### src/design/ssf_pkg.sv
`timescale 1ns / 1ps

package ssf_pkg;

  // Path count capacity; a kept notification path is at most one byte shorter than this.
  localparam int PATH_CAP_DEF = 256;

  // Result kinds.
  localparam logic [1:0] KIND_TEXT = 2'd0;
  localparam logic [1:0] KIND_PATH = 2'd1;
  localparam logic [1:0] KIND_LEND = 2'd2;

  // Escape phases. The unused code behaves as plain text.
  localparam logic [1:0] ESC_PLAIN = 2'd0;
  localparam logic [1:0] ESC_HELD  = 2'd1;
  localparam logic [1:0] ESC_CSI   = 2'd2;

  // Prompt matcher phases: 1..6 count prefix letters matched.
  localparam logic [3:0] PH_IDLE  = 4'd0;
  localparam logic [3:0] PH_FIRST = 4'd1;
  localparam logic [3:0] PH_LAST_LETTER = 4'd5;
  localparam logic [3:0] PH_WORD  = 4'd6;
  localparam logic [3:0] PH_CWD   = 4'd7;
  localparam logic [3:0] PH_GT    = 4'd8;

  // Character codes.
  localparam logic [7:0] CH_ESC      = 8'h1b;
  localparam logic [7:0] CH_LBRACKET = 8'h5b;
  localparam logic [7:0] CH_TILDE    = 8'h7e;
  localparam logic [7:0] CH_COLON    = 8'h3a;
  localparam logic [7:0] CH_GT       = 8'h3e;
  localparam logic [7:0] CH_SPACE    = 8'h20;
  localparam logic [7:0] CH_LF       = 8'h0a;
  localparam logic [7:0] CH_CR       = 8'h0d;
  localparam logic [7:0] CH_UP_A     = 8'h41;
  localparam logic [7:0] CH_UP_Z     = 8'h5a;
  localparam logic [7:0] CH_LO_A     = 8'h61;
  localparam logic [7:0] CH_LO_Z     = 8'h7a;

  // The six-letter word that opens a shell prompt.
  localparam logic [7:0] PROMPT_WORD [6] = '{8'h74, 8'h69, 8'h6b, 8'h75, 8'h4f, 8'h53};

  // Filter state other than the path count.
  typedef struct packed {
    logic [1:0] esc_phase;
    logic       in_notify;
    logic       line_start;
    logic       held_cr;
    logic [3:0] prompt_phase;
  } st_t;

  // One result item.
  typedef struct packed {
    logic [1:0] kind;
    logic [7:0] data;
    logic       prompt_end;
    logic       last;
  } res_t;

  // Prompt matcher step: returns {hit, next phase}.
  function automatic logic [4:0] prompt_next(input logic [3:0] p_in, input logic [7:0] c);
    logic [3:0] p;
    logic [3:0] rs;
    logic       hit;
    p   = p_in;
    hit = 1'b0;
    rs  = (c == PROMPT_WORD[0]) ? PH_FIRST : PH_IDLE;
    if (p > PH_GT) begin
      p = PH_IDLE;
    end
    if (p <= PH_LAST_LETTER) begin
      p = (c == PROMPT_WORD[p[2:0]]) ? p + 4'd1 : rs;
    end else if (p == PH_WORD) begin
      if (c == CH_COLON) begin
        p = PH_CWD;
      end else if (c == CH_GT) begin
        p = PH_GT;
      end else begin
        p = rs;
      end
    end else if (p == PH_CWD) begin
      if (c == CH_GT) begin
        p = PH_GT;
      end else if (c == CH_LF) begin
        p = PH_IDLE;
      end
    end else begin
      if (c == CH_SPACE) begin
        hit = 1'b1;
        p   = PH_IDLE;
      end else begin
        p = rs;
      end
    end
    return {hit, p};
  endfunction

endpackage

### src/design/ssf_step.sv
`timescale 1ns / 1ps

// Combinational work for one received byte: escape stripping, notification
// split and prompt matching. Produces up to three result items and the next
// state.
module ssf_step #(
  parameter int PATH_CAP = ssf_pkg::PATH_CAP_DEF,
  localparam int CW = $clog2(PATH_CAP)
) (
  input  logic [7:0]             byte_i,
  input  ssf_pkg::st_t           st_i,
  input  logic [CW-1:0]          cnt_i,
  input  logic [CW-1:0]          lim_i,
  output ssf_pkg::st_t           st_o,
  output logic [CW-1:0]          cnt_o,
  output ssf_pkg::res_t [2:0]    res_o,
  output logic [1:0]             n_o
);

  typedef struct packed {
    ssf_pkg::st_t          st;
    logic [CW-1:0]         cnt;
    ssf_pkg::res_t [2:0]   res;
    logic [1:0]            n;
  } ctx_t;

  // Append one result item.
  function automatic ctx_t put(input ctx_t x, input logic [1:0] k, input logic [7:0] c,
                               input logic pe);
    ctx_t y;
    y = x;
    if (x.n != 2'd3) begin
      y.res[x.n] = '{kind: k, data: c, prompt_end: pe, last: 1'b0};
      y.n = x.n + 2'd1;
    end
    return y;
  endfunction

  // Path byte, kept only while the line is under its limit.
  function automatic ctx_t path_byte(input ctx_t x, input logic [7:0] c,
                                     input logic [CW-1:0] lim);
    ctx_t y;
    y = x;
    if (x.cnt < lim) begin
      y = put(x, ssf_pkg::KIND_PATH, c, 1'b0);
      y.cnt = x.cnt + 1'b1;
    end
    return y;
  endfunction

  // Second stage: notification lines versus text.
  function automatic ctx_t demux(input ctx_t x, input logic [7:0] c,
                                 input logic [CW-1:0] lim);
    ctx_t       y;
    logic [4:0] pf;
    y  = x;
    pf = '0;
    if (y.st.in_notify) begin
      if (c == ssf_pkg::CH_LF) begin
        y.st.held_cr    = 1'b0;
        y               = put(y, ssf_pkg::KIND_LEND, 8'h00, 1'b0);
        y.st.in_notify  = 1'b0;
        y.st.line_start = 1'b1;
        y.cnt           = '0;
      end else begin
        // A carriage return not followed by newline is part of the path.
        if (y.st.held_cr) begin
          y.st.held_cr = 1'b0;
          y = path_byte(y, ssf_pkg::CH_CR, lim);
        end
        if (c == ssf_pkg::CH_CR) begin
          y.st.held_cr = 1'b1;
        end else begin
          y = path_byte(y, c, lim);
        end
      end
    end else if (y.st.line_start && (c == ssf_pkg::CH_TILDE)) begin
      y.st.in_notify  = 1'b1;
      y.st.held_cr    = 1'b0;
      y.cnt           = '0;
      y.st.line_start = 1'b0;
    end else begin
      y.st.line_start   = (c == ssf_pkg::CH_LF);
      pf                = ssf_pkg::prompt_next(y.st.prompt_phase, c);
      y.st.prompt_phase = pf[3:0];
      y = put(y, ssf_pkg::KIND_TEXT, c, pf[4]);
    end
    return y;
  endfunction

  logic is_letter;

  assign is_letter = ((byte_i >= ssf_pkg::CH_UP_A) && (byte_i <= ssf_pkg::CH_UP_Z)) ||
                     ((byte_i >= ssf_pkg::CH_LO_A) && (byte_i <= ssf_pkg::CH_LO_Z));

  // First stage: escape handling, then the second stage up to twice.
  always_comb begin
    ctx_t x;
    x.st  = st_i;
    x.cnt = cnt_i;
    x.res = '0;
    x.n   = 2'd0;
    case (st_i.esc_phase)
      ssf_pkg::ESC_HELD: begin
        if (byte_i == ssf_pkg::CH_LBRACKET) begin
          x.st.esc_phase = ssf_pkg::ESC_CSI;
        end else if (byte_i == ssf_pkg::CH_ESC) begin
          x = demux(x, ssf_pkg::CH_ESC, lim_i);
        end else begin
          x.st.esc_phase = ssf_pkg::ESC_PLAIN;
          x = demux(x, ssf_pkg::CH_ESC, lim_i);
          x = demux(x, byte_i, lim_i);
        end
      end
      ssf_pkg::ESC_CSI: begin
        if (is_letter) begin
          x.st.esc_phase = ssf_pkg::ESC_PLAIN;
        end
      end
      default: begin
        if (byte_i == ssf_pkg::CH_ESC) begin
          x.st.esc_phase = ssf_pkg::ESC_HELD;
        end else begin
          x.st.esc_phase = ssf_pkg::ESC_PLAIN;
          x = demux(x, byte_i, lim_i);
        end
      end
    endcase
    // Mark the final item of this byte.
    if (x.n != 2'd0) begin
      x.res[x.n - 2'd1].last = 1'b1;
    end
    st_o  = x.st;
    cnt_o = x.cnt;
    res_o = x.res;
    n_o   = x.n;
  end

endmodule

### src/design/shell_stream_filter.sv
// An accepted byte is held in the input register, then its items move into the
// result buffer once it is free, and the first item is presented from there.
// Throughput: one byte per cycle when each byte yields at most one item and the
// receiver does not stall; a byte that yields several items holds the input while
// its items drain from the three-entry result buffer, one per cycle when ready.
// Reset (synchronous, active low) clears the filter state and sets path_limit to 255.
`timescale 1ns / 1ps

module shell_stream_filter #(
  parameter int PATH_CAP = ssf_pkg::PATH_CAP_DEF,
  localparam int CW = $clog2(PATH_CAP)
) (
  input  logic       clk,
  input  logic       rst_n,
  // Received bytes.
  input  logic       in_tvalid,
  output logic       in_tready,
  input  logic [7:0] in_tdata,   // [7:0] byte_in
  // Result items.
  output logic       out_tvalid,
  input  logic       out_tready,
  output logic [7:0] out_tdata,  // [7:0] byte_out
  output logic [2:0] out_tuser,  // [1:0] kind, [2] prompt_end
  output logic       out_tlast,
  // path_limit register write.
  input  logic       cfg_valid,
  output logic       cfg_ready,
  input  logic [7:0] cfg_data
);

  localparam logic [7:0] CAP_M1 = 8'(PATH_CAP - 1);

  logic                  s1_valid_r;
  logic [7:0]            s1_byte_r;
  logic [7:0]            path_limit_r;
  ssf_pkg::st_t          st_r;
  logic [CW-1:0]         cnt_r;
  ssf_pkg::res_t [2:0]   res_r;
  logic [1:0]            n_r;
  logic [1:0]            pos_r;

  ssf_pkg::st_t          st_nxt;
  logic [CW-1:0]         cnt_nxt;
  ssf_pkg::res_t [2:0]   res_nxt;
  logic [1:0]            n_nxt;
  logic [CW-1:0]         lim;
  logic                  out_fire;
  logic                  buf_free;
  logic                  load;
  ssf_pkg::res_t         cur;

  // Effective limit is the smaller of the register and the largest count value, PATH_CAP - 1.
  assign lim = (path_limit_r > CAP_M1) ? CAP_M1[CW-1:0] : path_limit_r[CW-1:0];

  ssf_step #(
    .PATH_CAP(PATH_CAP)
  ) u_step (
    .byte_i (s1_byte_r),
    .st_i   (st_r),
    .cnt_i  (cnt_r),
    .lim_i  (lim),
    .st_o   (st_nxt),
    .cnt_o  (cnt_nxt),
    .res_o  (res_nxt),
    .n_o    (n_nxt)
  );

  // Handshake control.
  assign out_fire  = out_tvalid && out_tready;
  assign buf_free  = (pos_r == n_r) || (out_fire && ((pos_r + 2'd1) == n_r));
  assign load      = s1_valid_r && buf_free;
  assign in_tready = !s1_valid_r || load;
  assign cfg_ready = 1'b1;

  // Input register.
  always_ff @(posedge clk) begin
    if (!rst_n) begin
      s1_valid_r <= 1'b0;
    end else if (in_tvalid && in_tready) begin
      s1_valid_r <= 1'b1;
    end else if (load) begin
      s1_valid_r <= 1'b0;
    end
  end

  always_ff @(posedge clk) begin
    if (in_tvalid && in_tready) begin
      s1_byte_r <= in_tdata;
    end
  end

  // Configuration register.
  always_ff @(posedge clk) begin
    if (!rst_n) begin
      path_limit_r <= 8'hff;
    end else if (cfg_valid && cfg_ready) begin
      path_limit_r <= cfg_data;
    end
  end

  // Filter state advances when a byte moves into the result buffer.
  always_ff @(posedge clk) begin
    if (!rst_n) begin
      st_r  <= '{esc_phase: ssf_pkg::ESC_PLAIN, in_notify: 1'b0, line_start: 1'b1,
                 held_cr: 1'b0, prompt_phase: ssf_pkg::PH_IDLE};
      cnt_r <= '0;
    end else if (load) begin
      st_r  <= st_nxt;
      cnt_r <= cnt_nxt;
    end
  end

  // Result buffer and its read pointer.
  always_ff @(posedge clk) begin
    if (!rst_n) begin
      n_r   <= 2'd0;
      pos_r <= 2'd0;
    end else if (load) begin
      n_r   <= n_nxt;
      pos_r <= 2'd0;
    end else if (out_fire) begin
      pos_r <= pos_r + 2'd1;
    end
  end

  always_ff @(posedge clk) begin
    if (load) begin
      res_r <= res_nxt;
    end
  end

  // Output selection.
  always_comb begin
    case (pos_r)
      2'd1:    cur = res_r[1];
      2'd2:    cur = res_r[2];
      default: cur = res_r[0];
    endcase
  end

  assign out_tvalid = (pos_r != n_r);
  assign out_tdata  = cur.data;
  assign out_tuser  = {cur.prompt_end, cur.kind};
  assign out_tlast  = cur.last;

  // The read pointer never runs past the item count.
  a_pos_bound: assert property (@(posedge clk) disable iff (!rst_n)
    pos_r <= n_r)
    else $error("result read pointer beyond item count");

  // The final item of a byte, and only it, carries tlast.
  a_last_pos: assert property (@(posedge clk) disable iff (!rst_n)
    out_tvalid |-> (out_tlast == ((pos_r + 2'd1) == n_r)))
    else $error("tlast not on final item");

  // A prompt flag only ever marks a text byte.
  a_prompt_text: assert property (@(posedge clk) disable iff (!rst_n)
    (out_tvalid && out_tuser[2]) |-> (out_tuser[1:0] == ssf_pkg::KIND_TEXT))
    else $error("prompt flag on non-text item");

  // Bytes inside an escape sequence yield nothing.
  a_csi_quiet: assert property (@(posedge clk) disable iff (!rst_n)
    (load && (st_r.esc_phase == ssf_pkg::ESC_CSI)) |-> (n_nxt == 2'd0))
    else $error("result from byte inside escape sequence");

  // A loaded byte with results shows one on the next cycle.
  a_load_shows: assert property (@(posedge clk) disable iff (!rst_n)
    (load && (n_nxt != 2'd0)) |=> out_tvalid)
    else $error("loaded results not presented");

endmodule

### config.mk
export PLATFORM = sky130hd
export DESIGN_NAME = shell_stream_filter
export DESIGN_NICKNAME = d
export VERILOG_FILES = /design/src/design/ssf_pkg.sv /design/src/design/ssf_step.sv /design/src/design/shell_stream_filter.sv
export SDC_FILE = /design/constraint.sdc
export NUM_CORES = 1
export LEC_CHECK = 0
export ABC_AREA = 1
export BUFFER_PORTS_ARGS = -buffer_cell sky130_fd_sc_hd__buf_2
export CAP_MARGIN = 25
export CORE_ASPECT_RATIO = 1.5
export CORE_UTILIZATION = 64
export CTS_BUF_LIST = sky130_fd_sc_hd__clkbuf_16
export DETAILED_ROUTE_END_ITERATION = 10
export GPL_TIMING_DRIVEN = 0
export PLACE_DENSITY = 0.83
export SETUP_SLACK_MARGIN = 0.4
export SYNTH_ARGS = -nofsm -noshare
export SYNTH_HDL_FRONTEND = slang
export SYNTH_HIERARCHICAL = 1
export SYNTH_SLANG_ARGS = --single-unit
### constraint.sdc
create_clock -name clk -period 8.15 [get_ports clk]
set_input_delay 1.2225 -clock clk [delete_from_list [all_inputs] [get_ports clk]]
set_output_delay 1.2225 -clock clk [all_outputs]
set_load 0.01 [all_outputs]
==> results.cfg <==
[run_status]
status = finished clean

[critical_path]
crit_path_frequent_cell = nand2_1
cp_data_required_time_ps = 8420
worst_setup_path_start_kind = register
critPathBufInv = 9
cp_top_family = simple AND/OR/NAND/NOR gates
critPathSlowestCell = a221oi_4
slowest_delay_ps = 340
cp-end-kind = register
path_class = reg -> reg
cp_max_fo = 11
critPathArrivalTime_ps = 7650

[global_route]
grtUsageTotal_pct = 42.54
first_global_vias = 8045
grt-ovfl-total = 0
grt_pass1_wl_um = 39990
antenna_found_initial = 0
grt_max_degree = 29

[timing]
worst_clock_skew_ps = 9.972
final-max-slew-violation-count = 0
maxSlewHeadroom_pct = 36.51
max_freq_mhz = 135.5
period_needed_ps = 7381
worst_pin_slew_ps = 948.9
period_share_pct = 90.56
rsz0062_at_grt = no
setup_viol = 0
hold_violations = 0

[clock_network]
cts_tree = done
root_buffer = clkbuf_16
worstSkewPairLatency_ps = 340
clk_path_buf_depth = 2
numClockSinks = 74
htree_num_levels = 3
cts_buffers = 9
cts.clk_slew.worst_paths_ps = 60

[synth]
ys.flop_type = edfxtp_1
synthCells = 1150
synth_most_common_cell = nand2_1
synth_top_area_cell = edfxtp_1
synth_edf_count = 44
syn_area_per_cell_um2 = 6.457
synth_cell_type_count = 58
syn_nets = 1220
ys_warn_count = 6
ys_top_cells_by_area = edfxtp_1, nand2_1, ha_1, dfxtp_1, inv_1
ys_seq_area_share_pct = 25.88
synth_top_cell_area_share_pct = 17.79
async_flop_share_pct = 0
ys_seq_elements = 74
synth_area_um2 = 7426
synthTopCellsByCount = nand2_1, inv_1, nor2_1

[power_and_ir_drop]
p_leak_uw = 0.003811
powerDensity_nw_per_um2 = 208.0
power_uw = 1731
peakVddDrop_v = 0.0001388

[drt]
ant_nets = 0
wl_um = 25270
viasPerCell = 6.251
drc = 0
dr.pass1.iters = 7
num_vias = 8470
wire_per_inst_um = 18.65
first_iter_violations = 949

[finish]
multi_input_area_um2 = 4752
fin_util_pct = 74.46
nNetsFinal = 1273
fillCellCount = 953
num_antenna_cells = 0
syn_to_final_growth_pct = 12.03
drive_above_1_share_pct = 12.91
register_area_um2 = 1929
stdcell_area_um2 = 8319

[floorplanning]
dieWidth_um = 89.95
num_rows = 47
core-area_um2 = 11170
io_pins = 36
initial_core_util_pct = 66.46
dieHeight_um = 133.9
die_area_um2 = 12050

[place]
place_congestion = 1.014
dp_hpwl_um = 19210
portBuffers = 32
placed_cell_area_um2 = 7805

[hold_path]
min_path_type = reg -> reg

[flow_run]
drv_cap = 0
-- worst register-to-register path: cells and delay by family (launching register included) --
| kind | cells | cell delay (ps) |
|---|---|---|
| AOI/OAI and AO/OA | 9 | 1750 |
| xor gates and xnor gates | 4 | 860 |
| adders and majority gates | 4 | 1120 |
| buffers and inverters | 9 | 1100 |
| DFF | 1 | 310 |
| and+or+nand+nor | 21 | 2190 |
-- final cells by class --
| type | count | share of cell area [%] |
|---|---|---|
| timing repair buffer | 42 | 3.068 |
| multi-input combinational | 867 | 57.12 |
| inverter | 167 | 7.610 |
| clock buffer | 9 | 2.707 |
| sequential | 74 | 23.19 |
| buffer | 42 | 2.782 |
| tap | 147 | 2.211 |
| clock inverter | 7 | 1.308 |
-- state kept, by name, indices dropped and copies added, names as in the netlist --
name          cells
path_limit_r      8
s1_valid_r        1
cnt_r             8
s1_byte_r         8
n_r               2
pos_r             2
st_r              9
res_r            36
-- power breakdown --
group	internal (µW)	switching [µW]	leakage (µW)
registers	451	44.2	0.000669
logic	256	529	0.00298
clock network	296	155	0.000162
-- per-layer routing --
layer / part of all wire [%] / global-route usage [%] / up-vias
met5: 0 / 0 / -
met4: 9.3 / 34.32 / 0
met3: 8.2 / 7.823 / 191
met2: 49 / 75.51 / 571
met1: 34 / 43.78 / 3773
li1: - / - / 3935
-- timing repair --
action / CTS / global route
gates resized for setup: 5 / 25
hold buffers: 0 / 0
endpoints found under the setup margin: 35 / 35
pin swaps: 1 / 7
setup buffers: 1 / 7
-- placed cells by master (no fill, tap or decap), types with 7 or more instances in the layout --
| cell | synthesis | final |
|---|---|---|
| o221ai_1 | 7 | 7 |
| nand3_1 | 83 | 81 |
| edfxtp_1 | 44 | 44 |
| nor2_2 | 6 | 8 |
| clkbuf_16 | 0 | 9 |
| nand2_1 | 282 | 280 |
| xor2_1 | 11 | 8 |
| a21oi_1 | 93 | 92 |
| nor2_1 | 118 | 116 |
| dfxtp_1 | 30 | 26 |
| inv_1 | 148 | 145 |
| o21ai_1 | 16 | 13 |
| nand2_2 | 17 | 18 |
| nand3_2 | 12 | 14 |
| clkbuf_1 | 25 | 25 |
| nand4_1 | 14 | 14 |
| buf_2 | 5 | 37 |
| o22ai_1 | 10 | 10 |
| inv_2 | 13 | 16 |
| buf_4 | 3 | 12 |
| ha_1 | 49 | 48 |
| o211ai_1 | 14 | 14 |
| o21ai_0 | 48 | 48 |
| nor3_1 | 25 | 24 |
-- path summary, 6_finish.rpt --
path | slack (ps) | end | cells after the start | from
worst max-delay path | 770 | cnt_r[5]$_SDFFE_PN0P_ | 47 | path_limit_r[3]$_SDFFE_PN1P_
worst min-delay path | 460 | path_limit_r[5]$_SDFFE_PN1P_ | 2 | path_limit_r[5]$_SDFFE_PN1P_
worst max register to register | 770 | cnt_r[5]$_SDFFE_PN0P_ | 47 | path_limit_r[3]$_SDFFE_PN1P_
worst min register to register | 460 | path_limit_r[5]$_SDFFE_PN1P_ | 2 | path_limit_r[5]$_SDFFE_PN1P_
-- logic make-up after synthesis --
kind of cell / after synthesis / synth area share (%)
flip-flops: 74 / 25.88
buffers and inverters: 209 / 11.61
adder cells (fa/ha/maj): 49 / 8.256
AND/OR/NAND/NOR: 570 / 33.75
other: 2 / 0.1011
AO/OA/AOI/OAI: 231 / 18.64
XOR/XNOR: 15 / 1.769
-- through the flow --
| stage | cells | hold slack, ps | worst slack, ps | TNS, ps |
|---|---|---|---|---|
| 2_1_floorplan | 1150 | 428.9 | 1476 | 0 |
| 3_3_place_gp | 1329 | 436.8 | -43.30 | -43.30 |
| 3_5_place_dp | 1331 | 442.4 | -146.8 | -518.1 |
| 4_1_cts | 1348 | 457.5 | 465.5 | 0 |
| 5_1_grt | 1355 | 478.6 | 373.1 | 0 |
| 6_report | 1355 | 458.0 | 769.4 | 0 |
Power figures use the tool's default switching activity.
